[config.mk]
export PLATFORM = sky130hd
export DESIGN_NAME = ipc_divider
export DESIGN_NICKNAME = d
export VERILOG_FILES = /design/src/design/iteration_palette_color_top_macros.svh /design/src/design/ipc_pkg.sv /design/src/design/ipc_divider.sv
export SDC_FILE = /design/constraint.sdc
export NUM_CORES = 1
export LEC_CHECK = 0
export BUFFER_PORTS_ARGS = -buffer_cell sky130_fd_sc_hd__buf_2
export CAP_MARGIN = 10
export CORE_ASPECT_RATIO = 0.75
export CORE_MARGIN = 5
export CORE_UTILIZATION = 65
export DETAILED_ROUTE_END_ITERATION = 10
export HOLD_SLACK_MARGIN = 0.12
export PLACE_DENSITY = 0.88
export SYNTH_ARGS = -nofsm -noshare
export SYNTH_HDL_FRONTEND = slang
export SYNTH_SLANG_ARGS = --single-unit
[constraint.sdc]
create_clock -name clk -period 5.3 [get_ports clk]
set_input_delay 1.06 -clock clk [delete_from_list [all_inputs] [get_ports clk]]
set_output_delay 1.06 -clock clk [all_outputs]
set_load 0.01 [all_outputs]
[src/design/iteration_palette_color_top_macros.svh]
// Assertion macros for the iteration palette color block.
// Used by iteration_palette_color_top; expects clk and rst_n in scope.
`ifndef ITERATION_PALETTE_COLOR_TOP_MACROS_SVH
`define ITERATION_PALETTE_COLOR_TOP_MACROS_SVH

// Same-cycle implication, held off during reset
`define IPC_ASSERT_IMPLY(label, ante, cons) \
    label: assert property (@(posedge clk) disable iff (!rst_n) (ante) |-> (cons)) \
        else $error("palette color check failed");

// Next-cycle implication, held off during reset
`define IPC_ASSERT_NEXT(label, ante, cons) \
    label: assert property (@(posedge clk) disable iff (!rst_n) (ante) |=> (cons)) \
        else $error("palette color check failed");

`endif

[src/design/ipc_pkg.sv]
// Shared types and constants of the iteration palette color block.
// No dependencies; imported by every module of the block.
package ipc_pkg;

    localparam int IDX_W                   = 12;
    localparam int LIM_W                   = 13;
    localparam int REM_W                   = 12;
    localparam int MAX_ITERATIONS          = 4096;
    localparam int DEF_FRACTION_BITS       = 16;
    localparam int DEF_COSINE_TABLE_DEPTH  = 1024;

    localparam logic [23:0] KALEIDO_BASE = 24'h7f00ff;
    localparam logic [23:0] KALEIDO_STEP = 24'h0042f0;

    typedef enum logic [2:0] {
        MODE_BERNSTEIN = 3'd0,
        MODE_COSINE    = 3'd1,
        MODE_KALEIDO   = 3'd2,
        MODE_GREY      = 3'd3,
        MODE_MONO      = 3'd4
    } ipc_mode_e;

    // Register select bit (byte address bit 2)
    localparam logic REG_MODE  = 1'b0;
    localparam logic REG_LIMIT = 1'b1;

    localparam ipc_mode_e        MODE_RESET  = MODE_BERNSTEIN;
    localparam logic [LIM_W-1:0] LIMIT_RESET = 13'd64;

    // Per-request flags that ride along the pipeline
    typedef struct packed {
        logic        oob;
        logic        last;
        logic [23:0] kcolor;
    } ipc_side_t;

endpackage

[src/design/ipc_divider.sv]
// Pipelined restoring divider: quotient = (rem_in << FRACTION_BITS) / lim.
// One quotient bit per stage; depends on ipc_pkg.
module ipc_divider #(
    parameter int FRACTION_BITS = ipc_pkg::DEF_FRACTION_BITS
) (
    input  logic                        clk,
    input  logic                        rst_n,
    input  logic                        in_valid,
    input  logic [ipc_pkg::REM_W-1:0]   in_rem,
    input  ipc_pkg::ipc_side_t          in_side,
    input  logic [ipc_pkg::LIM_W-1:0]   lim,
    output logic                        out_valid,
    output logic [FRACTION_BITS-1:0]    out_quot,
    output ipc_pkg::ipc_side_t          out_side
);
    import ipc_pkg::*;

    logic                     valid_reg [FRACTION_BITS];
    logic [REM_W-1:0]         rem_reg   [FRACTION_BITS];
    logic [FRACTION_BITS-1:0] quot_reg  [FRACTION_BITS];
    ipc_side_t                side_reg  [FRACTION_BITS];

    logic                     valid_src [FRACTION_BITS+1];
    logic [REM_W-1:0]         rem_src   [FRACTION_BITS+1];
    logic [FRACTION_BITS-1:0] quot_src  [FRACTION_BITS+1];
    ipc_side_t                side_src  [FRACTION_BITS+1];

    assign valid_src[0] = in_valid;
    assign rem_src[0]   = in_rem;
    assign quot_src[0]  = '0;
    assign side_src[0]  = in_side;

    for (genvar j = 0; j < FRACTION_BITS; j++)
    begin : g_step
        logic [REM_W:0]   dbl;
        logic             ge;
        logic [REM_W-1:0] rem_next;

        // Shift the remainder, subtract the divisor when it fits
        assign dbl      = {rem_src[j], 1'b0};
        assign ge       = (dbl >= lim);
        assign rem_next = ge ? REM_W'(dbl - lim) : dbl[REM_W-1:0];

        always_ff @(posedge clk or negedge rst_n)
        begin
            if (!rst_n)
            begin
                valid_reg[j] <= 1'b0;
            end
            else
            begin
                valid_reg[j] <= valid_src[j];
            end
        end

        always_ff @(posedge clk)
        begin
            rem_reg[j]  <= rem_next;
            quot_reg[j] <= {quot_src[j][FRACTION_BITS-2:0], ge};
            side_reg[j] <= side_src[j];
        end

        assign valid_src[j+1] = valid_reg[j];
        assign rem_src[j+1]   = rem_reg[j];
        assign quot_src[j+1]  = quot_reg[j];
        assign side_src[j+1]  = side_reg[j];
    end

    assign out_valid = valid_src[FRACTION_BITS];
    assign out_quot  = quot_src[FRACTION_BITS];
    assign out_side  = side_src[FRACTION_BITS];

endmodule

# Word-level counts from Yosys, hierarchy flattened

Memory sizes are Yosys's and may differ from the RTL's.
Cells that the tools add are included.

Register bits after elaboration: 16
Memory bits (writable): 864
Input bits: 54
Output and inout port bits: 43
Word-level logic and storage cells: 67
Memories kept: 3

Add/subtract/negate cells: 16
Order comparisons: 16
Multiplexer cells: 16

Memory list:

| name     | words | width | read ports | clocked after memory_dff | wr ports | RTL line          | source |
|---|---|---|---|---|---|---|---|
| side_reg | 16    | 26    | 16         | 0                        | 16       | ipc_divider.sv:21 | `ipc_side_t side_reg [FRACTION_BITS];` |
| quot_reg | 16    | 16    | 16         | 0                        | 16       | ipc_divider.sv:20 | `logic [FRACTION_BITS-1:0] quot_reg [FRACTION_BITS];` |
| rem_reg  | 16    | 12    | 15         | 0                        | 16       | ipc_divider.sv:19 | `logic [REM_W-1:0] rem_reg [FRACTION_BITS];` |

Operator list:

| cell                               | count |
|---|---|
| 13-bit greater-or-equal comparator | 16 |
| 12-bit two-way mux                 | 16 |
| 12-bit subtractor                  | 16 |

# Logic depth before layout (Yosys ltp)

Gate-level depths: netlist of the first run.
An unclocked memory read counts as a cell.

Depth in word-level cells: 3
Gate-level depth with buffers: 11

# Worst setup path after synthesis of the first run

No wires, ideal clock.

Path kind: input to register
Start point: in lim[0] (netlist bit)
End point: mem rem_reg[12][5], in the netlist rem_reg[1][53]
Arrival time: 3.471 ns
Path slack: 1.708 ns
Stages on the path: 10
Cells stage by stage: buf_6 > buf_2 > clkinv_1 > ha_1 > and4_1 > a221o_1 > a211oi_2 > o21a_1 > buf_4 > mux2_2

RTL lines:

| item            | RTL line          | source |
|---|---|---|
| start, declared | ipc_divider.sv:11 | `input logic [ipc_pkg::LIM_W-1:0] lim,` |
| end, declared   | ipc_divider.sv:19 |  |

==> results of run 1 <==
==> synthesized netlist by cell type (15+ instances only) <==
master,instances
dfxtp_1,732
o31a_1,18
nand2_1,61
nor2_1,118
nor3_1,53
mux2_2,108
o31ai_1,29
nor2b_1,44
buf_4,45
nand4_1,32
mux2i_1,20
nand3_1,21
ha_1,207
dfrtp_1,16
o21ai_0,96
xnor2_1,65
a21o_1,47
a21oi_1,122
xor2_1,34
nand2b_1,18
o21a_1,51
a31oi_1,19
fa_1,15
inv_1,64
==> per-layer routing <==
layer	GRT usage (%)	up-vias
met5	0	-
met4	7.87	0
met3	4.42	181
met2	42.2	668
met1	32.2	8236
li1	-	8228
==> through the flow <==
step,area (sq um),hold WS (ns),utilization [%],setup slack (ns),instances
global route,29400,0.320,72.6,1.12,2952
floorplan,26400,0.310,-,1.71,2248
detailed placement,27400,0.312,67.5,0.814,2838
CTS,29400,0.303,72.6,1.41,2952
global placement,27400,0.309,67.5,0.847,2838
finish,29400,0.305,72.6,1.38,2952
==> layout make-up <==
cell class                 instances  area [sq um]  share of cell area (%)
sequential                       748         15100                    51.1
multi-input combinational       1368         10700                    36.3
clock buffer                      89          1790                    6.09
timing repair buffer             125           698                    2.37
tap                              528           661                    2.24
clock inverter                    25           287                   0.973
inverter                          69           259                   0.880
==> cells by family after synthesis <==
family / after synthesis / synth area share [%]
mux: 135 / 5.74
compound gates: 498 / 12.5
buf+inv: 132 / 2.64
fa+ha+maj: 222 / 10.9
xor+xnor: 99 / 3.28
simple gates: 414 / 7.93
flops: 748 / 56.9
==> worst max path at each step <==
| stage | from | slack [ns] | to |
|---|---|---|---|
| 5_1_grt | lim[1] | 1.12 | rem_reg[0][62]$_DFF_P_ |
| 3_5_place_dp | lim[1] | 0.81 | rem_reg[0][69]$_DFF_P_ |
| 6_report | lim[1] | 1.38 | rem_reg[1][31]$_DFF_P_ |
| 2_1_floorplan | lim[0] | 1.71 | rem_reg[1][53]$_DFF_P_ |
| 3_3_place_gp | lim[1] | 0.85 | rem_reg[0][62]$_DFF_P_ |
| 4_1_cts | lim[1] | 1.41 | rem_reg[1][32]$_DFF_P_ |
==> power breakdown <==
part           internal [W]  leakage, nW  switching [W]
Sequential          0.00695         6.35       0.000624
Clock               0.00252         1.01        0.00203
Combinational       0.00331         5.48        0.00388
==> out/qor.yml, run 1 <==
outcome:
  outcome: "finished clean"
logic_synthesis:
  ys_ff_latch: 748
  synthArstFlopShare_pct: 2.14
  synthDominantCellAreaShare_pct: 55.4
  syn_inst: 2248
  synthFlopType: "dfxtp_1"
  ys_seq_area_share_pct: 56.9
  ys_warn_count: 0
  synth_fp_nets: 2524
  synth_cell_types: 76
  syn_area_per_cell_sq_um: 11.8
  synth_top_area_cell: "dfxtp_1"
  synth_area_leaders: "dfxtp_1 (55%), ha_1 (9.8%), mux2_2 (4.6%)"
  synth_edf_count: 0
  netlist_area_sq_um: 26400
critical_path:
  crit_chain: "buf_2, inv_1, buf_4, ha_1, nor2b_1, o31ai_1, a211oi_1, o31ai_1, a21o_1, mux2_2"
  crit_family: "compound AO/OA/AOI/OAI gates"
  critPathLaunchType: "input port"
  path_depth: 10
  reg2reg_depth: 7
  cpPeakStageDelay_ns: 0.53
  crit_path_max_fanout: 16
  reg2reg_to: "rem_reg[1][31]$_DFF_P_"
  cp_num_buf_inv: 3
  r2r_start: "rem_reg[1][12]$_SDFF_PN0_"
  reg2reg_slack_ns: 2.45
  end_kind: "register"
  critPathSlowestCell: "a21o_1"
  worst_path_most_repeated_cell: "o31ai_1"
  crit_arrival_ns: 4.43
  cp.required_ns: 5.81
  path_class: "in -> reg"
sta:
  fin_crit_sh_pct: 74.0
  finalHoldViolCount: 0
  fmax_mhz: 255
  fin_crit_ns: 3.92
  slew_headroom_pct: 35.1
  worst_pin_slew_ns: 0.972
  setup_tns_ns: 0
  report.final.slew_viol_count: 0
  clock_skew_ns: 0.0345
  rsz0062_at_grt: "no"
  finalSetupViolCount: 0
finish:
  nets: 2649
  nFillCells: 2656
  largest_register_ffs: 416
  final_cell_mix: "dfxtp_1 (732), ha_1 (207), a21oi_1 (122)"
  layout-drive-gt1-share_pct: 15.3
  area_growth_pct: 11.3
  final_common_cell: "dfxtp_1"
  diodes: 0
clock_tree:
  tritoncts: "done"
  hold_buffers: 0
  cts_resized: 0
  clockRootBuffer: "clkbuf_16"
  cts.path.max_buffers: 3
  clkTransAtPathRegs_ns: 0.07
  clk_latency_ns: 0.62
  numCtsBuffers: 61
  cts_sinks: 748
  cts_setup_buffers: 0
  htree_num_levels: 2
die:
  die_area_sq_um: 44800
  row_count: 64
  core-area_sq_um: 40500
  start_util_pct: 65.2
  io_pins: 97
  die_x_microns: 243
  die_y_microns: 185
route:
  vias_per_cell: 5.86
  wl_per_cell_microns: 19.2
  wirelength_microns: 56500
  drtAntennaViolNets: 0
  highest_layer: "met4"
  drc: 0
  routed-wl-met2_microns: 27000
  drtIter0Drc: 1539
  vias: 17300
  route.met3.wl_microns: 3940
  dr.pass1.iters: 6
  wl_met1_microns: 23800
grt:
  grt_overflow: 0
  grt_max_degree: 39
  grt_pass1_vias: 17500
  grt_pass1_wl_microns: 90500
  antenna_found_initial: 0
  grtUsageTotal_pct: 24.6
placement:
  hpwl_microns: 37500
  io_buffers: 96
  place_congestion: 0.917
power_and_ir_drop:
  vdd_ir_drop_max_mv: 0.317
  power.density_nw_per_um2: 656
  leakagePower_nw: 12.8
  total_power_w: 0.0193
flow_run:
  cap_violations: 0
min_path:
  holdPathStages: 0
  worstHoldEndpoint: "side_reg[1][204]$_DFF_P_"
  hp-class: "reg -> reg"
  worstHoldStart: "side_reg[1][178]$_DFF_P_"
Note: power is estimated with default switching activity, not from simulation.
==> run 2, diff against run 1 <==
- CORE_UTILIZATION: 65 -> 55
- PLACE_DENSITY: 0.88 -> 0.8
- clock period: 5.3 -> 3.6 ns (I/O delays scaled with it)
==> run 2 against run 1 <==
Net effect: final area grew 2.5%; worst hold slack got worse by 0.093 ns; flip-flop and latch count unchanged; die area grew 17%; sequential share of layout area shrank 1.3 points; total power up 50%; core utilization fell by 9.1 points; wire length shrank 4.8%; combinational power increased by 47%; setup slack got worse by 0.50 ns; final cell count up 4.8%; highest routed layer unchanged.
==> out/qor.yml, run 2 (synthesis results as in run 1) <==
placement:
  place_congestion: 0.880  # -4.1%
  post-place-ws_ns: 0.314  # -0.500 ns
  io_buffers: 96  # unchanged
  hpwl_microns: 36500  # -2.6%
  place_area_sq_um: 27900  # +1.8%
critical_path:
  end_kind: "register"
  critPathLaunchType: "input port"
  crit_chain: "buf_2, inv_1, buf_4, ha_1, o21a_1, o31a_1, o41ai_1, o21ai_0, xor2_1, mux2_2"
  cp_num_buf_inv: 3  # unchanged
  cpPeakStageDelay_ns: 0.55  # +0.02 ns
  r2r_start: "rem_reg[1][48]$_SDFF_PN0_"
  critPathSlowestCell: "o41ai_1"
  crit_family: "compound AO/OA/AOI/OAI gates"
  path_class: "in -> reg"
  reg2reg_slack_ns: 1.05  # -1.40 ns
  crit_arrival_ns: 3.20  # -1.23 ns
  crit_path_max_fanout: 10  # -6
  cp.required_ns: 4.08  # -1.73 ns
  reg2reg_depth: 7  # unchanged
  reg2reg_to: "rem_reg[1][69]$_DFF_P_"
sta:
  finalSetupViolCount: 0  # unchanged
  slew_headroom_pct: 42.4  # +7.3 points
  finalHoldViolCount: 0  # unchanged
  setup_tns_ns: 0  # unchanged
  fin_crit_sh_pct: 75.5
  report.final.slew_viol_count: 0  # unchanged
  holdWs_ns: 0.212  # -0.0934 ns
  clock_skew_ns: 0.0233  # -0.0112 ns
  finalWorstSetupSlack_ns: 0.881  # -0.496 ns
  rsz0062_at_grt: "no"
  fmax_mhz: 368
  worst_pin_slew_ns: 0.856  # -0.116 ns
  fin_crit_ns: 2.72
min_path:
  hp-class: "in -> reg"
  holdPathStages: 1  # +1
  worstHoldStart: "in_side[2]"
  worstHoldEndpoint: "side_reg[0][2]$_DFF_P_"
finish:
  layout-drive-gt1-share_pct: 16.4  # +1.0 points
  final_cell_area_sq_um: 30200  # +2.5%
  nets: 2679  # +1.1%
  final_cell_mix: "dfxtp_1 (732), ha_1 (207), a21oi_1 (122)"
  multi_input_area_sq_um: 10700  # unchanged
  area_growth_pct: 14.2
  nFillCells: 3624  # +36%
  final_common_cell: "dfxtp_1"
  largest_register_ffs: 416  # unchanged
  ff_latch_area_sq_um: 15100  # unchanged
  diodes: 0  # unchanged
route:
  drtIter0Drc: 1125  # -27%
  drtAntennaViolNets: 0  # unchanged
  vias_per_cell: 5.42  # -7.5%
  vias: 16800  # -3.1%
  dr.pass1.iters: 5  # -1
  wl_per_cell_microns: 17.4  # -9.1%
  drc: 0  # unchanged
  wirelength_microns: 53800  # -4.8%
clock_tree:
  cts_resized: 0  # unchanged
  clockRootBuffer: "clkbuf_16"
  cts_sinks: 748  # unchanged
  numCtsBuffers: 68  # +11%
  cts.path.max_buffers: 3  # unchanged
  htree_num_levels: 3  # +1
  clk_latency_ns: 0.60  # -0.02 ns
  tritoncts: "done"
  clkTransAtPathRegs_ns: 0.07  # about the same
power_and_ir_drop:
  leakagePower_nw: 13.1  # +2.4%
  total_power_w: 0.0290  # +50%
  power.density_nw_per_um2: 960  # +46%
  vdd_ir_drop_max_mv: 0.428  # +35%
die:
  die_x_microns: 263  # +8.4%
  die_y_microns: 200  # +8.2%
  die_area_sq_um: 52600  # +17%
  io_pins: 97  # unchanged
  row_count: 69  # +7.8%
  start_util_pct: 55.7  # -9.6 points
  core-area_sq_um: 47500  # +17%
grt:
  grt_max_degree: 39  # unchanged
  antenna_found_initial: 0  # unchanged
  grt_pass1_wl_microns: 86300  # -4.6%
  grtUsageTotal_pct: 20.0  # -4.6 points
  grt_overflow: 0  # unchanged
  grt_pass1_vias: 16800  # -4.1%
flow_run:
  cap_violations: 0  # unchanged
outcome:
  outcome: "finished clean"
==> run 2: cell types whose count changed in the layout (fill, tap and decap cells not counted) <==
cell	delta
inv_16	+2
bufinv_16	-1
clkinv_4	-1
clkinv_16	+1
clkinv_2	-2
clkinvlp_4	-2
inv_8	+1
clkbuf_16	+7
dlygate4sd3_1	+1
buf_12	+16
clkbuf_1	-1
clkbuf_8	+3
buf_4	+6
==> run 2: layout make-up <==
| cell class | instances | share of cell area, % |
|---|---|---|
| clock buffers | 98 | 6.65 |
| clock inverters | 23 | 1.01 |
| inverters | 69 | 0.858 |
| multi-input cells | 1368 | 35.4 |
| flip-flops and latches | 748 | 49.9 |
| well taps | 639 | 2.65 |
| repair buffers | 148 | 3.56 |
==> run 2: per-stage QoR <==
| step | utilization, % | instances |
|---|---|---|
| detailed placement | 58.7 | 2971 |
| floorplan | - | 2248 |
| global placement | 58.7 | 2971 |
| global route | 63.6 | 3093 |
| finish | 63.6 | 3093 |
| CTS | 63.6 | 3093 |
==> run 2: how the worst max path moves through the flow <==
stage / cells past startpoint / slack (ns) / start / end
after global placement: 11 / 0.39 / lim[3] / rem_reg[0][63]$_DFF_P_
after detailed placement: 11 / 0.31 / lim[3] / rem_reg[0][69]$_DFF_P_
after floorplan: 10 / 0.35 / lim[0] / rem_reg[1][53]$_DFF_P_
after global routing: 11 / 0.73 / lim[3] / rem_reg[0][69]$_DFF_P_
after CTS: 11 / 0.95 / lim[3] / rem_reg[0][69]$_DFF_P_
final: 10 / 0.88 / lim[3] / rem_reg[0][70]$_DFF_P_
==> run 2: where the power goes <==
group | switching, W | total [W] | internal, W
sequential | 0.000886 | 0.0111 | 0.0102
combinational | 0.00548 | 0.0106 | 0.00514
clock | 0.00312 | 0.00722 | 0.00410
total | 0.00949 | 0.0290 | 0.0195
==> run 2: repair_timing <==
action / CTS / global route
buffers inserted: 0 / 0
setup endpoints to repair: 0 / 0
endpoints found under the hold margin: 16 / 0
hold buffers: 1 / 0
==> run 2: metal layers <==
layer | global-route usage, % | routed length (microns)
met4 | 5.10 | 1060
met1 | 27.7 | 25200
met2 | 33.0 | 24900
met3 | 3.77 | 2750
met5 | 0 | 0
==> run 3, diff against run 2 <==
- clock period: 3.6 -> 2.28 ns (I/O delays scaled with it)
==> run 3 against run 2 <==
Net effect: the flow now finishes with violations (setup timing); die area stayed put; final cell count is 13% higher; clock-buffer cell count is 8 lower; first-iteration DRC count is 0.62% lower; critical path depth is 2 lower; largest power group is now combinational logic.
==> out/qor.yml, run 3 (synthesis results as in run 1) <==
critical_path:
  cp.required_ns: 2.77  # -1.31 ns
  critPathSlowestCell: "dfxtp_2"
  crit_arrival_ns: 2.79  # -0.41 ns
  crit_path_max_fanout: 5  # -5
  cpPeakStageDelay_ns: 0.35  # -0.20 ns
  end_kind: "register"
  critPathLaunchType: "register"
  reg2reg_depth: 8  # +1
  crit_chain: "ha_4, nor2b_4, o31ai_4, a211oi_2, o31ai_2, a21o_1, clkbuf_16, mux2_2"
  path_class: "reg -> reg"
sta:
  finalSetupViolCount: 4  # +4
  rsz0062_at_grt: "yes"
  finalWorstSetupSlack_ns: -0.0179  # -0.899 ns
  setup_tns_ns: -0.0588  # -0.0588 ns
  clock_skew_ns: 0.0277  # +0.00448 ns
  fin_crit_ns: 2.30
  worst_pin_slew_ns: 0.466  # -0.390 ns
  report.final.slew_viol_count: 0  # unchanged
  slew_headroom_pct: 68.7  # +26 points
  fmax_mhz: 435
  fin_crit_sh_pct: 101
  finalHoldViolCount: 0  # unchanged
power_and_ir_drop:
  vdd_ir_drop_max_mv: 0.824  # +92%
  power.density_nw_per_um2: 1490  # +56%
  leakagePower_nw: 15.3  # +16%
grt:
  grt_max_degree: 22  # -44%
  grtUsageTotal_pct: 21.9  # +1.9 points
  grt_pass1_wl_microns: 94600  # +9.5%
  antenna_found_initial: 1  # +1
  grt_pass1_vias: 19000  # +13%
  grt_overflow: 0  # unchanged
finish:
  nFillCells: 3258  # -10%
  final_cell_area_sq_um: 34100  # +13%
  largest_register_ffs: 416  # unchanged
  final_util_pct: 71.8  # +8.2 points
  layout-drive-gt1-share_pct: 30.0  # +14 points
  stdcell_count: 3495  # +13%
  nets: 3078  # +15%
  area_growth_pct: 29.0
  final_cell_mix: "dfxtp_1 (726), buf_4 (390), ha_1 (181)"
  final_common_cell: "dfxtp_1"
die:
  die_area_sq_um: 52600  # unchanged
  die_y_microns: 200  # unchanged
  start_util_pct: 55.7  # unchanged
  core-area_sq_um: 47500  # unchanged
  io_pins: 97  # unchanged
  die_x_microns: 263  # unchanged
  row_count: 69  # unchanged
clock_tree:
  clk_latency_ns: 0.61  # about the same
  cts.path.max_buffers: 3  # unchanged
  clockRootBuffer: "clkbuf_16"
  cts_sinks: 748  # unchanged
  htree_num_levels: 3  # unchanged
  numCtsBuffers: 68  # unchanged
  tritoncts: "done"
  clkTransAtPathRegs_ns: 0.06  # about the same
outcome:
  outcome: "finished, violations left"
  violations: "setup timing"
placement:
  io_buffers: 96  # unchanged
  placed_cells: 3329  # +12%
  post-place-ws_ns: -0.590  # -0.903 ns
  place_area_sq_um: 31000  # +11%
  hpwl_microns: 41600  # +14%
  place_congestion: 0.936  # +6.3%
route:
  vias_per_cell: 5.30  # -2.2%
  drc: 0  # unchanged
  dr.pass1.iters: 5  # unchanged
  drtIter0Drc: 1118  # -0.62%
  drtAntennaViolNets: 0  # unchanged
  wirelength_microns: 58900  # +9.4%
  vias: 18500  # +10%
  wl_per_cell_microns: 16.8  # -3.2%
min_path:
  holdPathStages: 2  # +1
  hp-class: "in -> reg"
flow_run:
  cap_violations: 0  # unchanged
==> run 3: changes by cell type in the layout (fill, tap and decap cells not counted), sizes merged, moves of 2 or more <==
cell | previous run | this run
bufinv | 2 | 6
inv | 72 | 70
buf | 147 | 514
dlygate4sd3 | 1 | 32
clkbuf | 98 | 91
clkinvlp | 2 | 9
==> run 3: area by class of cell <==
| type | count | area, sq um | area share, % |
|---|---|---|---|
| flip-flops and latches | 748 | 15100 | 44.2 |
| multi-input cells | 1368 | 11400 | 33.4 |
| repair buffers | 547 | 4240 | 12.4 |
| clock buffers | 90 | 1900 | 5.56 |
| well taps | 639 | 800 | 2.35 |
| clock inverters | 33 | 410 | 1.20 |
| inverters | 69 | 300 | 0.881 |
| diodes | 1 | 2.50 | 0.00734 |
==> run 3: metrics by stage <==
| step | power (W) | hold slack [ns] |
|---|---|---|
| 2_1_floorplan | 0.0310 | 0.160 |
| 3_3_place_gp | 0.0374 | 0.309 |
| 3_5_place_dp | 0.0383 | 0.312 |
| 4_1_cts | 0.0503 | 0.124 |
| 5_1_grt | 0.0540 | 0.150 |
| 6_report | 0.0509 | 0.157 |
==> run 3: critical path: cells and delay by family, from the launching register on <==
kind	cells	cell delay, ns
AOI/OAI and AO/OA	4	1.00
DFF	1	0.35
muxes	1	0.32
adders and majority gates	1	0.20
buffers and inverters	1	0.19
and+or+nand+nor	1	0.14
==> run 3: layer usage <==
metal	vias to the layer above	GRT usage, %	part of all wire, %	wire length (microns)
met1	8834	28.1	44	26000
met5	-	0	0	0
met4	0	8.16	3.0	1770
met3	128	4.24	5.2	3060
met2	469	37.5	48	28100
li1	9095	-	-	-
==> run 3: path summary, 6_finish.rpt <==
kind	endpoint	from	slack (ns)
min in group asynchronous	valid_reg[3]$_DFF_PN0_	rst_n	0.29
max in group asynchronous	valid_reg[9]$_DFF_PN0_	rst_n	1.74
hold reg to reg	quot_reg[1][20]$_DFF_P_	quot_reg[1][3]$_DFF_P_	0.31
setup reg to reg	rem_reg[1][31]$_DFF_P_	rem_reg[1][12]$_SDFF_PN0_	-0.02
hold / removal	rem_reg[0][5]$_DFF_P_	in_rem[4]	0.16
setup / recovery	rem_reg[1][31]$_DFF_P_	rem_reg[1][12]$_SDFF_PN0_	-0.02
==> run 3: where the power goes <==
group	leakage, nW	switching [W]	total, W	internal, W
clock	1.14	0.00494	0.0116	0.00666
combinational	7.76	0.00986	0.0216	0.0118
sequential	6.35	0.00149	0.0177	0.0162
==> run 3: what timing repair did <==
item | 4_1_cts | 5_1_grt
hold buffers | 32 | 0
setup endpoints to repair | 9 | 90
buffers inserted | 0 | 9
gates cloned | 0 | 1
gates resized for setup | 4 | 66
endpoints found under the hold margin | 47 | 0
pin swaps | 0 | 23
